==> src/design/rpc_pkg.sv <==
package rpc_pkg;

	// control half of the engine-to-output event transaction
	typedef struct packed {
		logic vld;
		logic is_done;
		logic fin;
	} rpc_ev_t;

	localparam int NUM_STAGES = 4;
	localparam int MAX_RES    = 12;

	// work levels: 0..3 are clip stages, LVL_OUT goes to the output
	localparam logic [2:0] LVL_OUT = 3'd4;

	localparam logic [1:0] REG_LEFT   = 2'd0;
	localparam logic [1:0] REG_BOTTOM = 2'd1;
	localparam logic [1:0] REG_RIGHT  = 2'd2;
	localparam logic [1:0] REG_TOP    = 2'd3;

	localparam logic [1:0] STG_LEFT   = 2'd0;
	localparam logic [1:0] STG_BOTTOM = 2'd1;
	localparam logic [1:0] STG_RIGHT  = 2'd2;
	localparam logic [1:0] STG_TOP    = 2'd3;

endpackage

==> src/design/rpc_div.sv <==
module rpc_div #(
	parameter int NUM_W = 26,
	parameter int DEN_W = 13
) (
	input  logic             clk,
	input  logic             arst_n,
	input  logic             start,
	input  logic [NUM_W-1:0] num,
	input  logic [DEN_W-1:0] den,
	output logic             busy,
	output logic             done,
	output logic [NUM_W-1:0] quo
);
	localparam int CNT_W = $clog2(NUM_W + 1);

	logic [DEN_W-1:0] rem_q;
	logic [DEN_W-1:0] den_q;
	logic [NUM_W-1:0] quo_q;
	logic [CNT_W-1:0] cnt_q;
	logic             busy_q;
	logic             done_q;
	logic [DEN_W:0]   trial;
	logic             fits;

	assign trial = {rem_q, quo_q[NUM_W-1]};
	assign fits  = trial >= {1'b0, den_q};

	always_ff @(posedge clk or negedge arst_n) begin
		if (!arst_n) begin
			busy_q <= 1'b0;
			done_q <= 1'b0;
			cnt_q  <= '0;
		end else begin
			done_q <= 1'b0;
			if (start) begin
				busy_q <= 1'b1;
				cnt_q  <= CNT_W'(NUM_W);
			end else if (busy_q) begin
				cnt_q <= cnt_q - 1'b1;
				if (cnt_q == CNT_W'(1)) begin
					busy_q <= 1'b0;
					done_q <= 1'b1;
				end
			end
		end
	end

	// restoring division, one quotient bit a cycle
	always_ff @(posedge clk) begin
		if (start) begin
			rem_q <= '0;
			den_q <= den;
			quo_q <= num;
		end else if (busy_q) begin
			rem_q <= fits ? DEN_W'(trial - {1'b0, den_q}) : trial[DEN_W-1:0];
			quo_q <= {quo_q[NUM_W-2:0], fits};
		end
	end

	assign busy = busy_q;
	assign done = done_q;
	assign quo  = quo_q;

endmodule

==> src/design/rpc_engine.sv <==
module rpc_engine #(
	parameter int COORD_BITS = 12
) (
	input  logic                         clk,
	input  logic                         arst_n,
	input  logic signed [COORD_BITS-1:0] win_left,
	input  logic signed [COORD_BITS-1:0] win_bottom,
	input  logic signed [COORD_BITS-1:0] win_right,
	input  logic signed [COORD_BITS-1:0] win_top,
	input  logic                         in_valid,
	output logic                         in_ready,
	input  logic [COORD_BITS-1:0]        in_x,
	input  logic [COORD_BITS-1:0]        in_y,
	input  logic                         in_end,
	output rpc_pkg::rpc_ev_t             ev,
	output logic [COORD_BITS-1:0]        ev_x,
	output logic [COORD_BITS-1:0]        ev_y,
	input  logic                         ev_ready
);
	import rpc_pkg::*;

	localparam int CB = COORD_BITS;
	localparam int AW = CB + 1;
	localparam int PW = 2 * AW;

	localparam logic [2:0] S_IDLE = 3'd0;
	localparam logic [2:0] S_NEXT = 3'd1;
	localparam logic [2:0] S_RD   = 3'd2;
	localparam logic [2:0] S_EVAL = 3'd3;
	localparam logic [2:0] S_MUL  = 3'd4;
	localparam logic [2:0] S_DIV  = 3'd5;
	localparam logic [2:0] S_EMIT = 3'd6;
	localparam logic [2:0] S_DONE = 3'd7;

	logic [2:0] state_q;

	// work item in hand and pending second outputs
	logic          cur_v_q;
	logic [2:0]    cur_lvl_q;
	logic [CB-1:0] cur_x_q;
	logic [CB-1:0] cur_y_q;
	logic [2:0]    stk_lvl_q [NUM_STAGES];
	logic [CB-1:0] stk_x_q [NUM_STAGES];
	logic [CB-1:0] stk_y_q [NUM_STAGES];
	logic [2:0]    sp_q;
	logic [2:0]    sp_m1;

	logic          fin_q;
	logic [2:0]    close_lvl_q;
	logic [1:0]    stg_q;
	logic          closing_q;
	logic [NUM_STAGES-1:0] started_q;
	logic          enter_q;

	// per-stage state word: first x, first y, prev x, prev y
	logic [4*CB-1:0] mem [NUM_STAGES];
	logic [4*CB-1:0] rd_q;
	logic            mem_we;
	logic [4*CB-1:0] wdata;

	logic signed [CB-1:0] fx, fy, px, py, qx, qy, pa, qa, po, qo, cb;
	logic                 ybound, hi_side, ip, iq, first_vtx;
	logic signed [AW-1:0] d_w, dn_w, t_w;
	logic signed [PW-1:0] prod_w;

	logic signed [PW-1:0] prod_s1;
	logic [AW-1:0]        den_s1;
	logic                 neg_s1;
	logic                 div_go_q;
	logic [PW-1:0]        num_mag;
	logic                 div_busy, div_done;
	logic [PW-1:0]        div_quo;
	logic signed [AW-1:0] qs;
	logic [CB-1:0]        oth, cr_x, cr_y;
	logic [2:0]           nxt_lvl;

	assign fx = rd_q[4*CB-1:3*CB];
	assign fy = rd_q[3*CB-1:2*CB];
	assign px = rd_q[2*CB-1:CB];
	assign py = rd_q[CB-1:0];
	assign qx = closing_q ? fx : cur_x_q;
	assign qy = closing_q ? fy : cur_y_q;

	assign ybound  = stg_q[0];
	assign hi_side = stg_q[1];
	assign pa = ybound ? py : px;
	assign qa = ybound ? qy : qx;
	assign po = ybound ? px : py;
	assign qo = ybound ? qx : qy;

	always_comb begin
		unique case (stg_q)
			STG_LEFT:   cb = win_left;
			STG_BOTTOM: cb = win_bottom;
			STG_RIGHT:  cb = win_right;
			STG_TOP:    cb = win_top;
			default:    cb = win_top;
		endcase
	end

	assign ip = hi_side ? (pa <= cb) : (pa >= cb);
	assign iq = hi_side ? (qa <= cb) : (qa >= cb);
	assign first_vtx = !closing_q && !started_q[stg_q];
	assign nxt_lvl = {1'b0, stg_q} + 3'd1;

	assign d_w    = {qa[CB-1], qa} - {pa[CB-1], pa};
	assign dn_w   = {qo[CB-1], qo} - {po[CB-1], po};
	assign t_w    = {cb[CB-1], cb} - {pa[CB-1], pa};
	assign prod_w = dn_w * t_w;

	assign num_mag = prod_s1[PW-1] ? PW'(-prod_s1) : prod_s1;
	assign qs      = neg_s1 ? -$signed(div_quo[AW-1:0]) : $signed(div_quo[AW-1:0]);
	assign oth     = po + qs[CB-1:0];
	assign cr_x    = ybound ? oth : cb;
	assign cr_y    = ybound ? cb : oth;

	assign sp_m1 = sp_q - 3'd1;

	assign mem_we = (state_q == S_EVAL) && !closing_q;
	assign wdata  = first_vtx ? {cur_x_q, cur_y_q, cur_x_q, cur_y_q}
	                          : {fx, fy, cur_x_q, cur_y_q};

	rpc_div #(
		.NUM_W(PW),
		.DEN_W(AW)
	) u_div (
		.clk   (clk),
		.arst_n(arst_n),
		.start (div_go_q),
		.num   (num_mag),
		.den   (den_s1),
		.busy  (div_busy),
		.done  (div_done),
		.quo   (div_quo)
	);

	always_ff @(posedge clk) begin
		if (mem_we)
			mem[stg_q] <= wdata;
		if (state_q == S_RD)
			rd_q <= mem[stg_q];
	end

	always_ff @(posedge clk) begin
		if (state_q == S_MUL) begin
			prod_s1 <= prod_w;
			den_s1  <= d_w[AW-1] ? AW'(-d_w) : d_w;
			neg_s1  <= prod_w[PW-1] ^ d_w[AW-1];
		end
	end

	always_ff @(posedge clk or negedge arst_n) begin
		if (!arst_n) begin
			state_q     <= S_IDLE;
			cur_v_q     <= 1'b0;
			cur_lvl_q   <= '0;
			cur_x_q     <= '0;
			cur_y_q     <= '0;
			sp_q        <= '0;
			fin_q       <= 1'b0;
			close_lvl_q <= '0;
			stg_q       <= STG_LEFT;
			closing_q   <= 1'b0;
			started_q   <= '0;
			enter_q     <= 1'b0;
			div_go_q    <= 1'b0;
			for (int i = 0; i < NUM_STAGES; i++) begin
				stk_lvl_q[i] <= '0;
				stk_x_q[i]   <= '0;
				stk_y_q[i]   <= '0;
			end
		end else begin
			div_go_q <= 1'b0;
			unique case (state_q)
				S_IDLE: begin
					if (in_valid) begin
						cur_v_q     <= 1'b1;
						cur_lvl_q   <= 3'd0;
						cur_x_q     <= in_x;
						cur_y_q     <= in_y;
						fin_q       <= in_end;
						close_lvl_q <= 3'd0;
						state_q     <= S_NEXT;
					end
				end
				S_NEXT: begin
					if (cur_v_q) begin
						if (cur_lvl_q == LVL_OUT) begin
							state_q <= S_EMIT;
						end else begin
							stg_q     <= cur_lvl_q[1:0];
							closing_q <= 1'b0;
							state_q   <= S_RD;
						end
					end else if (sp_q != 3'd0) begin
						cur_v_q   <= 1'b1;
						cur_lvl_q <= stk_lvl_q[sp_m1[1:0]];
						cur_x_q   <= stk_x_q[sp_m1[1:0]];
						cur_y_q   <= stk_y_q[sp_m1[1:0]];
						sp_q      <= sp_m1;
					end else if (fin_q && !close_lvl_q[2]) begin
						close_lvl_q <= close_lvl_q + 3'd1;
						if (started_q[close_lvl_q[1:0]]) begin
							stg_q     <= close_lvl_q[1:0];
							closing_q <= 1'b1;
							state_q   <= S_RD;
						end
					end else begin
						state_q <= S_DONE;
					end
				end
				S_RD: begin
					state_q <= S_EVAL;
				end
				S_EVAL: begin
					started_q[stg_q] <= !closing_q;
					if (first_vtx) begin
						cur_v_q <= 1'b0;
						state_q <= S_NEXT;
					end else if (ip && iq) begin
						cur_v_q   <= 1'b1;
						cur_lvl_q <= nxt_lvl;
						cur_x_q   <= qx;
						cur_y_q   <= qy;
						state_q   <= S_NEXT;
					end else if (ip || iq) begin
						enter_q <= iq;
						state_q <= S_MUL;
					end else begin
						cur_v_q <= 1'b0;
						state_q <= S_NEXT;
					end
				end
				S_MUL: begin
					div_go_q <= 1'b1;
					state_q  <= S_DIV;
				end
				S_DIV: begin
					if (div_done) begin
						cur_v_q   <= 1'b1;
						cur_lvl_q <= nxt_lvl;
						cur_x_q   <= cr_x;
						cur_y_q   <= cr_y;
						if (enter_q) begin
							stk_lvl_q[sp_q[1:0]] <= nxt_lvl;
							stk_x_q[sp_q[1:0]]   <= qx;
							stk_y_q[sp_q[1:0]]   <= qy;
							sp_q                 <= sp_q + 3'd1;
						end
						state_q <= S_NEXT;
					end
				end
				S_EMIT: begin
					if (ev_ready) begin
						cur_v_q <= 1'b0;
						state_q <= S_NEXT;
					end
				end
				S_DONE: begin
					if (ev_ready)
						state_q <= S_IDLE;
				end
				default: state_q <= S_IDLE;
			endcase
		end
	end

	assign in_ready   = (state_q == S_IDLE);
	assign ev.vld     = (state_q == S_EMIT) || (state_q == S_DONE);
	assign ev.is_done = (state_q == S_DONE);
	assign ev.fin     = fin_q;
	assign ev_x       = cur_x_q;
	assign ev_y       = cur_y_q;

	// pending outputs strictly rise in level, so at most one per stage
	a_stack_bound: assert property (@(posedge clk) disable iff (!arst_n)
		sp_q <= 3'd4)
		else $error("work stack overflow");

	a_idle_clean: assert property (@(posedge clk) disable iff (!arst_n)
		(state_q == S_IDLE) |-> (sp_q == 3'd0 && !cur_v_q))
		else $error("work left over at end of transaction");

	a_div_free: assert property (@(posedge clk) disable iff (!arst_n)
		div_go_q |-> !div_busy)
		else $error("divider started while busy");

	a_done_all_closed: assert property (@(posedge clk) disable iff (!arst_n)
		(state_q == S_DONE && fin_q) |-> (started_q == '0))
		else $error("stage left open after polygon end");

endmodule

==> src/design/rect_polygon_clipper.sv <==
// Per input vertex, each stage visit that needs no intersection passes the states NEXT, RD
// and EVAL; each intersection adds the MUL state and a run of the bit-serial divider.
// Throughput: one vertex at a time; the next is taken once every result of the last has
// been handed to the output register. Stage state sits in a 4-entry RAM, one access a cycle.
// Reset (arst_n low): window returns to the full coordinate range, all stages forget
// their vertices; no clearing pass is needed.
module rect_polygon_clipper #(
	parameter int COORD_BITS = 12
) (
	input  logic                         clk,
	input  logic                         arst_n,
	input  logic                         cfg_valid,
	output logic                         cfg_ready,
	input  logic [1:0]                   cfg_index,
	input  logic [COORD_BITS-1:0]        cfg_data,
	input  logic                         vert_valid,
	output logic                         vert_ready,
	input  logic signed [COORD_BITS-1:0] vert_x,
	input  logic signed [COORD_BITS-1:0] vert_y,
	input  logic                         poly_end,
	output logic                         clip_valid,
	input  logic                         clip_ready,
	output logic signed [COORD_BITS-1:0] clip_x,
	output logic signed [COORD_BITS-1:0] clip_y,
	output logic                         clip_end,
	output logic                         all_clipped
);
	import rpc_pkg::*;

	localparam int CB    = COORD_BITS;
	localparam int KEPT_W = $clog2(MAX_RES + 1);

	logic signed [CB-1:0] win_left_q, win_bottom_q, win_right_q, win_top_q;

	rpc_ev_t       ev;
	logic [CB-1:0] ev_x, ev_y;
	logic          ev_ready, take;

	logic              hold_v_q;
	logic [CB-1:0]     hold_x_q, hold_y_q;
	logic [KEPT_W-1:0] kept_q;
	logic              any_q;
	logic [CB-1:0]     first_x_q, first_y_q;

	logic              out_v_q;
	logic [CB-1:0]     out_x_q, out_y_q;
	logic              out_end_q, out_clip_q;

	logic              load;
	logic [CB-1:0]     ld_x, ld_y;
	logic              ld_end, ld_clip;

	assign cfg_ready = 1'b1;

	always_ff @(posedge clk or negedge arst_n) begin
		if (!arst_n) begin
			win_left_q   <= {1'b1, {(CB-1){1'b0}}};
			win_bottom_q <= {1'b1, {(CB-1){1'b0}}};
			win_right_q  <= {1'b0, {(CB-1){1'b1}}};
			win_top_q    <= {1'b0, {(CB-1){1'b1}}};
		end else if (cfg_valid) begin
			unique case (cfg_index)
				REG_LEFT:   win_left_q   <= cfg_data;
				REG_BOTTOM: win_bottom_q <= cfg_data;
				REG_RIGHT:  win_right_q  <= cfg_data;
				REG_TOP:    win_top_q    <= cfg_data;
				default:    win_top_q    <= win_top_q;
			endcase
		end
	end

	rpc_engine #(
		.COORD_BITS(CB)
	) u_engine (
		.clk       (clk),
		.arst_n    (arst_n),
		.win_left  (win_left_q),
		.win_bottom(win_bottom_q),
		.win_right (win_right_q),
		.win_top   (win_top_q),
		.in_valid  (vert_valid),
		.in_ready  (vert_ready),
		.in_x      (vert_x),
		.in_y      (vert_y),
		.in_end    (poly_end),
		.ev        (ev),
		.ev_x      (ev_x),
		.ev_y      (ev_y),
		.ev_ready  (ev_ready)
	);

	assign ev_ready = !out_v_q || clip_ready;
	assign take     = ev.vld && ev_ready;

	// one vertex is held back so the last one kept can carry the end flag
	always_comb begin
		load    = 1'b0;
		ld_x    = hold_x_q;
		ld_y    = hold_y_q;
		ld_end  = 1'b0;
		ld_clip = 1'b0;
		if (take) begin
			if (!ev.is_done) begin
				load = hold_v_q && (kept_q < KEPT_W'(MAX_RES));
			end else if (hold_v_q) begin
				load   = 1'b1;
				ld_end = ev.fin;
			end else if (ev.fin) begin
				load    = 1'b1;
				ld_end  = 1'b1;
				ld_clip = !any_q;
				ld_x    = any_q ? first_x_q : '0;
				ld_y    = any_q ? first_y_q : '0;
			end
		end
	end

	always_ff @(posedge clk or negedge arst_n) begin
		if (!arst_n) begin
			hold_v_q <= 1'b0;
			kept_q   <= '0;
			any_q    <= 1'b0;
			out_v_q  <= 1'b0;
		end else begin
			if (load)
				out_v_q <= 1'b1;
			else if (clip_ready)
				out_v_q <= 1'b0;
			if (take) begin
				if (!ev.is_done) begin
					if (kept_q < KEPT_W'(MAX_RES)) begin
						kept_q   <= kept_q + 1'b1;
						hold_v_q <= 1'b1;
						any_q    <= 1'b1;
					end
				end else begin
					hold_v_q <= 1'b0;
					kept_q   <= '0;
					if (ev.fin)
						any_q <= 1'b0;
				end
			end
		end
	end

	always_ff @(posedge clk) begin
		if (take && !ev.is_done && kept_q < KEPT_W'(MAX_RES)) begin
			hold_x_q <= ev_x;
			hold_y_q <= ev_y;
			if (!any_q) begin
				first_x_q <= ev_x;
				first_y_q <= ev_y;
			end
		end
		if (load) begin
			out_x_q    <= ld_x;
			out_y_q    <= ld_y;
			out_end_q  <= ld_end;
			out_clip_q <= ld_clip;
		end
	end

	assign clip_valid  = out_v_q;
	assign clip_x      = out_x_q;
	assign clip_y      = out_y_q;
	assign clip_end    = out_end_q;
	assign all_clipped = out_clip_q;

	a_kept_bound: assert property (@(posedge clk) disable iff (!arst_n)
		kept_q <= KEPT_W'(MAX_RES))
		else $error("kept count past limit");

	a_empty_is_end: assert property (@(posedge clk) disable iff (!arst_n)
		(clip_valid && all_clipped) |-> (clip_end && clip_x == '0 && clip_y == '0))
		else $error("empty polygon result malformed");

	a_hold_after_end: assert property (@(posedge clk) disable iff (!arst_n)
		(take && ev.is_done) |=> (!hold_v_q && kept_q == '0))
		else $error("held vertex survived end of transaction");

endmodule

==> config.mk <==
export PLATFORM = sky130hd
export DESIGN_NAME = rect_polygon_clipper
export DESIGN_NICKNAME = d
export VERILOG_FILES = /design/src/design/rpc_pkg.sv /design/src/design/rpc_div.sv /design/src/design/rpc_engine.sv /design/src/design/rect_polygon_clipper.sv
export SDC_FILE = /design/constraint.sdc
export NUM_CORES = 2
export LEC_CHECK = 0
export ABC_AREA = 1
export BUFFER_PORTS_ARGS = -buffer_cell sky130_fd_sc_hd__buf_2
export CAP_MARGIN = 20
export CORE_ASPECT_RATIO = 0.8
export CORE_UTILIZATION = 50
export DETAILED_ROUTE_END_ITERATION = 12
export HOLD_SLACK_MARGIN = 0.05
export PLACE_DENSITY = 0.75
export SYNTH_ARGS = -nofsm -noshare
export SYNTH_HDL_FRONTEND = slang
export SYNTH_HIERARCHICAL = 1
export SYNTH_SLANG_ARGS = --single-unit
==> constraint.sdc <==
create_clock -name clk -period 7.9 [get_ports clk]
set_input_delay 0.79 -clock clk [delete_from_list [all_inputs] [get_ports clk]]
set_output_delay 0.79 -clock clk [all_outputs]
set_load 0.02 [all_outputs]
* Word-level counts from Yosys, hierarchy flattened
Memory sizes are Yosys's and may differ from the RTL's. A register that Yosys moved wholly into a read port is not among the register bits. Cells that the tools add are included.
Word-level totals: register bits after elaboration 383, bits in writable memories 192, input port bits 44, output and inout bits 29, logic and storage cells 307, memories kept 1
Memories:
- u_engine.mem | words 4, width 48, read ports 1, clocked after memory_dff 1, write ports 1, RTL line rpc_engine.sv:56 | logic [4*CB-1:0] mem [NUM_STAGES];
Cells by class: add/subtract/negate cells 14, $mul 1, magnitude comparators 12, equality and inequality tests 32, multiplexer cells 137, bitwise operators 9, reduce and logical (&&, ||, !) cells 50
Operators by type and width (number):
- two-way mux 12 bit | 37
- case mux 12 bit (4 select lines) | 3
- bitwise mux 48 bit | 2
- two-way mux 3 bit | 28
- two-way mux 26 bit | 3
- binary-select mux 12 bit (select 2 bit) | 2
- two-way mux 48 bit | 1
- subtractor 12 x 12 -> 13 bit | 3
- two-way mux 1 bit | 38
- multiplier 13 x 13 -> 26 bit | 1
- negation 26 bit | 1
- demux 12 bit (select 2 bit) | 1
- >= comparator 12 bit | 2
- less-or-equal comparator 12 bit | 2
- case mux 3 bit (8 select lines) | 1
- AND reduction 5 bit | 4
- != test 2 bit (second input constant) | 8
- AND reduction 2 bit | 8
- equality test 3 bit (second input constant) | 5
- >= comparator 14 x 13 -> 1 bit | 1
- nonzero test 2 bit | 7
- two-way mux 13 bit | 1
- negation 13 bit | 1
- subtractor 13 bit | 1
- other kinds (48) | 94

* Depth between registers and ports, before layout
depth after elaboration 9, mapped depth 47, mapped depth without buffers 40

* Modules after synthesis
Netlist, hierarchy kept.
Modules (own cells, without submodules):
- rpc_engine | instances 1, cells an instance 3352, area an instance 29537.1 um^2, seq. area each 12286.8 um^2
- rect_polygon_clipper | instances 1, cells an instance 427, area an instance 4949.7 um^2, seq. area each 3628.5 um^2
- rpc_div | instances 1, cells an instance 423, area an instance 3392.0 um^2, seq. area each 1606.5 um^2

* Worst setup path after synthesis
OpenSTA, ideal clock, no wires.
path kind register -> register, start point register u_engine.stg_q[0], end point register u_engine.neg_s1, data pin, setup time 252 ps, data arrival time 7985 ps, data required time 7648 ps, path slack -337 ps, cell stages (with the launch flop) 42, path buffers 7, period minus slack after synthesis 8237 ps, cells stage by stage dfrtp_1 > buf_6 > buf_6 > inv_1 > buf_2 > buf_1 > buf_1 > ha_1 > inv_4 > buf_6 > clkbuf_1 > nand2_1 > o22ai_1 > ha_1 > inv_1 > ha_1 > inv_1 > nand2_2 > [6 not listed] > fa_1 > inv_1 > fa_1 > inv_1 > fa_1 > inv_1 > fa_1 > inv_1 > ha_1 > ha_1 > nand2_1 > nor4_1 > nand4_1 > nand4_1 > xor2_1 > inv_1 > nand2_1 > nand2_1
Between the ends: cells in the longest elaborated chain, start to end 5, elaborated cells on any way between the ends 14, those cells by class add/sub (3); mul (1); eq/ne (3); mux (5); bitwise (1); reduce/logical (1)
Ends and longest elaborated chain:
- start: declaration | RTL line rpc_engine.sv:50 | logic [1:0] stg_q;
- start signal: assignment | RTL line rpc_engine.sv:191 | stg_q <= cur_lvl_q[1:0];
- start signal: assignment | RTL line rpc_engine.sv:204 | stg_q <= close_lvl_q[1:0];
- equality test 2 bit, or another cell as far along | RTL line rpc_engine.sv:92 | unique case (stg_q)
- case mux 12 bit (4 select lines) | RTL line rpc_engine.sv:92
- subtractor 12 x 12 -> 13 bit | RTL line rpc_engine.sv:108 | assign t_w = {cb[CB-1], cb} - {pa[CB-1], pa};
- multiplier 13 x 13 -> 26 bit * | RTL line rpc_engine.sv:109 | assign prod_w = dn_w * t_w;
- via u_engine.prod_w[25] | RTL line rpc_engine.sv:64 | logic signed [PW-1:0] prod_w;
- XOR 1 bit * | RTL line rpc_engine.sv:148 | neg_s1 <= prod_w[PW-1] ^ d_w[AW-1];
- end signal: assignment | RTL line rpc_engine.sv:148
- end: declaration | RTL line rpc_engine.sv:68 | logic neg_s1;
Mark *: on every way through the listed nets, which the timed path passes. The rest lies on a longest branch. A chain may end at the register's enable or synchronous reset.

* Worst setup path in the final report
start point register u_engine.stg_q[0], end point register u_engine.prod_s1[23], data pin
Between the ends: cells in the longest elaborated chain, start to end 4, elaborated cells on any way between the ends 11, those cells by class add/sub (2); mul (1); eq/ne (3); mux (4); reduce/logical (1)
Ends and longest elaborated chain:
- equality test 2 bit, or another cell as far along | RTL line rpc_engine.sv:92
- case mux 12 bit (4 select lines) | RTL line rpc_engine.sv:92
- subtractor 12 x 12 -> 13 bit | RTL line rpc_engine.sv:108
- multiplier 13 x 13 -> 26 bit * | RTL line rpc_engine.sv:109
- via u_engine.prod_w[23] | RTL line rpc_engine.sv:64
- end signal: assignment | RTL line rpc_engine.sv:146 | prod_s1 <= prod_w;
- end: declaration | RTL line rpc_engine.sv:66 | logic signed [PW-1:0] prod_s1;
Marks and branches as above.

==> results by group <==
Setup path
  • Slowest stage cell, crit path: fa_2
  • CP required: 8.37 ns
  • Crit path top cell by count: buf_4
  • CP max stage delay: 0.58 ns
  • CP Capture Type: flip-flop
  • Crit path max fanout: 30
  • Critical path type: reg -> reg
  • Crit path launch type: flip-flop
  • Arr. time, crit path: 8.18 ns

Global route
  • Initial antenna violation count: 1
  • Total GRT Usage: 28.0%
  • Largest net degree at the start of global routing: 138
  • Vias in the first global route: 29500
  • Total grt overflow: 0
  • First-pass GRT wire length: 165000 µm

Clock tree
  • Clk buf depth: 3
  • Clock latency on the worst-skew pair: 0.68 ns
  • Total CTS buffers: 60
  • TritonCTS sink count: 623
  • Max H-tree Level: 2
  • CTS tree: yes
  • CTS root buf: clkbuf_16
  • CTS Hold Buffers Added: 0
  • Clk slew on worst S/H paths: 0.06 ns

Final layout
  • Seq. cell area: 17500 µm²
  • Most frequent cells in the layout: 1052 x nand2_1, 497 x inv_1, 393 x edfxtp_1
  • Multi-input gate area: 17700 µm²
  • Commonest non-fill, non-tap cell in the layout: nand2_1
  • Share of cells above drive strength 1: 15.0%
  • Nets: 4795
  • Fill cell count: 6433
  • Diode count: 0
  • Final core occ: 58.3%
  • Syn-to-layout area delta: 14.5%

Placed design
  • HPWL Detailed: 77300 µm
  • PortBufs: 71
  • Placer's final routability congestion estimate: 1.04

Synth
  • Post-synth cell types: 67
  • Seq/Total Area, Yosys: 46.3%
  • Top-area cell type share of the netlist area: 31.2%
  • Synth async-reset ratio: 34.8%
  • Top FF cell, synth: edfxtp_1
  • Leading area contributor after synthesis: edfxtp_1
  • Area contributors post-synth: edfxtp_1 31%, dfrtp_1 13%, nand2_1 10%
  • Post-synthesis average cell area: 9.01 µm²
  • Post-Synthesis Cells: 4202
  • Number of flops mapped to enable cells by yosys: 393
  • FF+latch count, synth: 623
  • Syn Nets: 4558
  • Yosys warns: 6
  • Cell Area, Synth: 37900 µm²

Floorplan
  • Initial core utilization: 50.9%
  • Die width: 310 µm
  • Std cell rows: 89
  • DIE AREA: 76900 µm²
  • I/O pin count: 73
  • Core area: 74400 µm²
  • Chip height: 248 µm

Timing
  • Worst Max-Slew Pin Slew: 1.23 ns
  • Max Clk Rate: 130 MHz
  • Slew headroom: 17.1%
  • Setup-failing EPs final: 0
  • Fin crit share: 97.5%
  • Slew Viols, Final: 0
  • Final hold violation count: 0
  • Fin Clk Skew: 0.0635 ns
  • Crit path time final: 7.70 ns

Route
  • Drt pass-1 iters: 6
  • Residual DRC count: 0
  • Post-Route WL: 108000 µm
  • Vias: 30600
  • DR vias/cell: 5.57
  • Drt first-iter violations: 3420
  • Antenna viol nets, final: 0
  • Drt wl/cell: 19.6 µm

Power
  • Max IR drop VDD: 0.000450 V
  • PD cells: 263 nW/µm²
  • Power, Total: 11.4 mW
  • Leak Pwr: 19.7 nW

Flow run
  • Max Cap Violations: 0

Worst hold path
  • Worst hold path class: in -> async

Status
  • Status: complete, no violations
==> cell families after synthesis <==
logic type,synth area share (%)
DFF,46.3
adders and majority gates,13.6
AOI/OAI and AO/OA,11.3
buffers and inverters,7.95
and+or+nand+nor,18.5
xor gates and xnor gates,2.33
muxes,0.0297
other,0.00990
==> routing by layer <==
| layer | wire [µm] | track usage (%) | vias up | part of all wire [%] |
|---|---|---|---|---|
| li1 | - | - | 14200 | - |
| met1 | 44800 | 38.5 | 14700 | 42 |
| met2 | 48000 | 43.6 | 1439 | 45 |
| met3 | 10600 | 5.83 | 243 | 9.9 |
| met4 | 4090 | 10.8 | 0 | 3.8 |
| met5 | 0 | 0 | - | 0 |
==> final timing paths <==
| check | start | endpoint | slack (ns) | depth (start not counted) |
|---|---|---|---|---|
| setup / recovery | u_engine/stg_q[0]$_DFFE_PN0P_ | u_engine/prod_s1[23]$_DFFE_PP_ | 0.20 | 30 |
| hold / removal | arst_n | u_engine/stk_x_q[29]$_DFFE_PN0P_ | 0.22 | 1 |
| setup reg to reg | u_engine/stg_q[0]$_DFFE_PN0P_ | u_engine/prod_s1[23]$_DFFE_PP_ | 0.20 | 30 |
| hold reg to reg | u_engine/den_s1[4]$_DFFE_PP_ | u_engine/u_div/den_q[4]$_DFFE_PP_ | 0.41 | 0 |
| max in group asynchronous | arst_n | win_left_q[11]$_DFFE_PN1P_ | 6.32 | 3 |
| min in group clk | u_engine/den_s1[4]$_DFFE_PP_ | u_engine/u_div/den_q[4]$_DFFE_PP_ | 0.41 | 0 |
==> area by class of cell <==
| cell class | count | area share [%] |
|---|---|---|
| repair buffers | 362 | 6.15 |
| flip-flops and latches | 623 | 40.4 |
| clock buffers | 76 | 3.86 |
| inverters | 533 | 4.66 |
| clock inverters | 38 | 1.28 |
| multi-input cells | 2859 | 40.8 |
| well taps | 1001 | 2.89 |
==> report_power, final <==
group	switching [mW]	internal (mW)
Combinational	2.46	2.09
Sequential	0.0254	3.66
Clock	1.32	1.88
Total	3.80	7.63
==> metrics by stage <==
stage               hold slack [ns]  setup slack, ns  area, µm²  TNS [ns]  cells
floorplan                     0.400           0.0131      37900         0   4202
global placement              0.404           0.0855      40600         0   5354
detailed placement            0.405         -0.00433      40600  -0.00433   5355
CTS                           0.314          0.00120      42900         0   5470
global route                  0.325          -0.0368      43400   -0.0368   5492
finish                        0.220            0.197      43400         0   5492
==> Yosys cell counts (all sizes together), types with 12 or more instances <==
| cell type | n |
|---|---|
| nand2 | 1083 |
| inv | 529 |
| o21ai | 432 |
| edfxtp | 393 |
| nor2 | 351 |
| dfrtp | 193 |
| a21oi | 170 |
| fa | 168 |
| nand3 | 153 |
| ha | 144 |
| buf | 96 |
| clkbuf | 91 |
| xor2 | 71 |
| o22ai | 61 |
| nand4 | 37 |
| xnor2 | 29 |
| nor3 | 27 |
| dfstp | 24 |
| a31oi | 17 |
| a221o | 15 |
| o21bai | 15 |
| dfxtp | 13 |
| or2 | 13 |
| a211oi | 12 |
==> state kept, by name, summed over array words and instances (netlist names), 13 cells and up <==
signal,cells
u_engine/stk_y_q,48
u_engine/den_s1,13
u_engine/mem,192
u_engine/u_div/den_q,13
u_engine/prod_s1,26
u_engine/u_div/quo,26
u_engine/u_div/rem_q,13
u_engine/rd_q,48
u_engine/stk_x_q,48
==> critical path: cells and delay by family, from the launching register on <==
kind	cells	cell delay [ns]
buffers and inverters	11	1.64
DFF	1	0.56
adders and majority gates	8	3.49
and+or+nand+nor	6	0.98
AOI/OAI and AO/OA	3	0.46
xor gates and xnor gates	2	0.38
==> timing repair <==
action / 4_1_cts / 5_1_grt
setup endpoints to repair: 1 / 16
pin swaps: 1 / 20
gates resized for setup: 3 / 83
cloned: 0 / 2
buffers inserted: 1 / 17
Power figures use the tool's default switching activity.
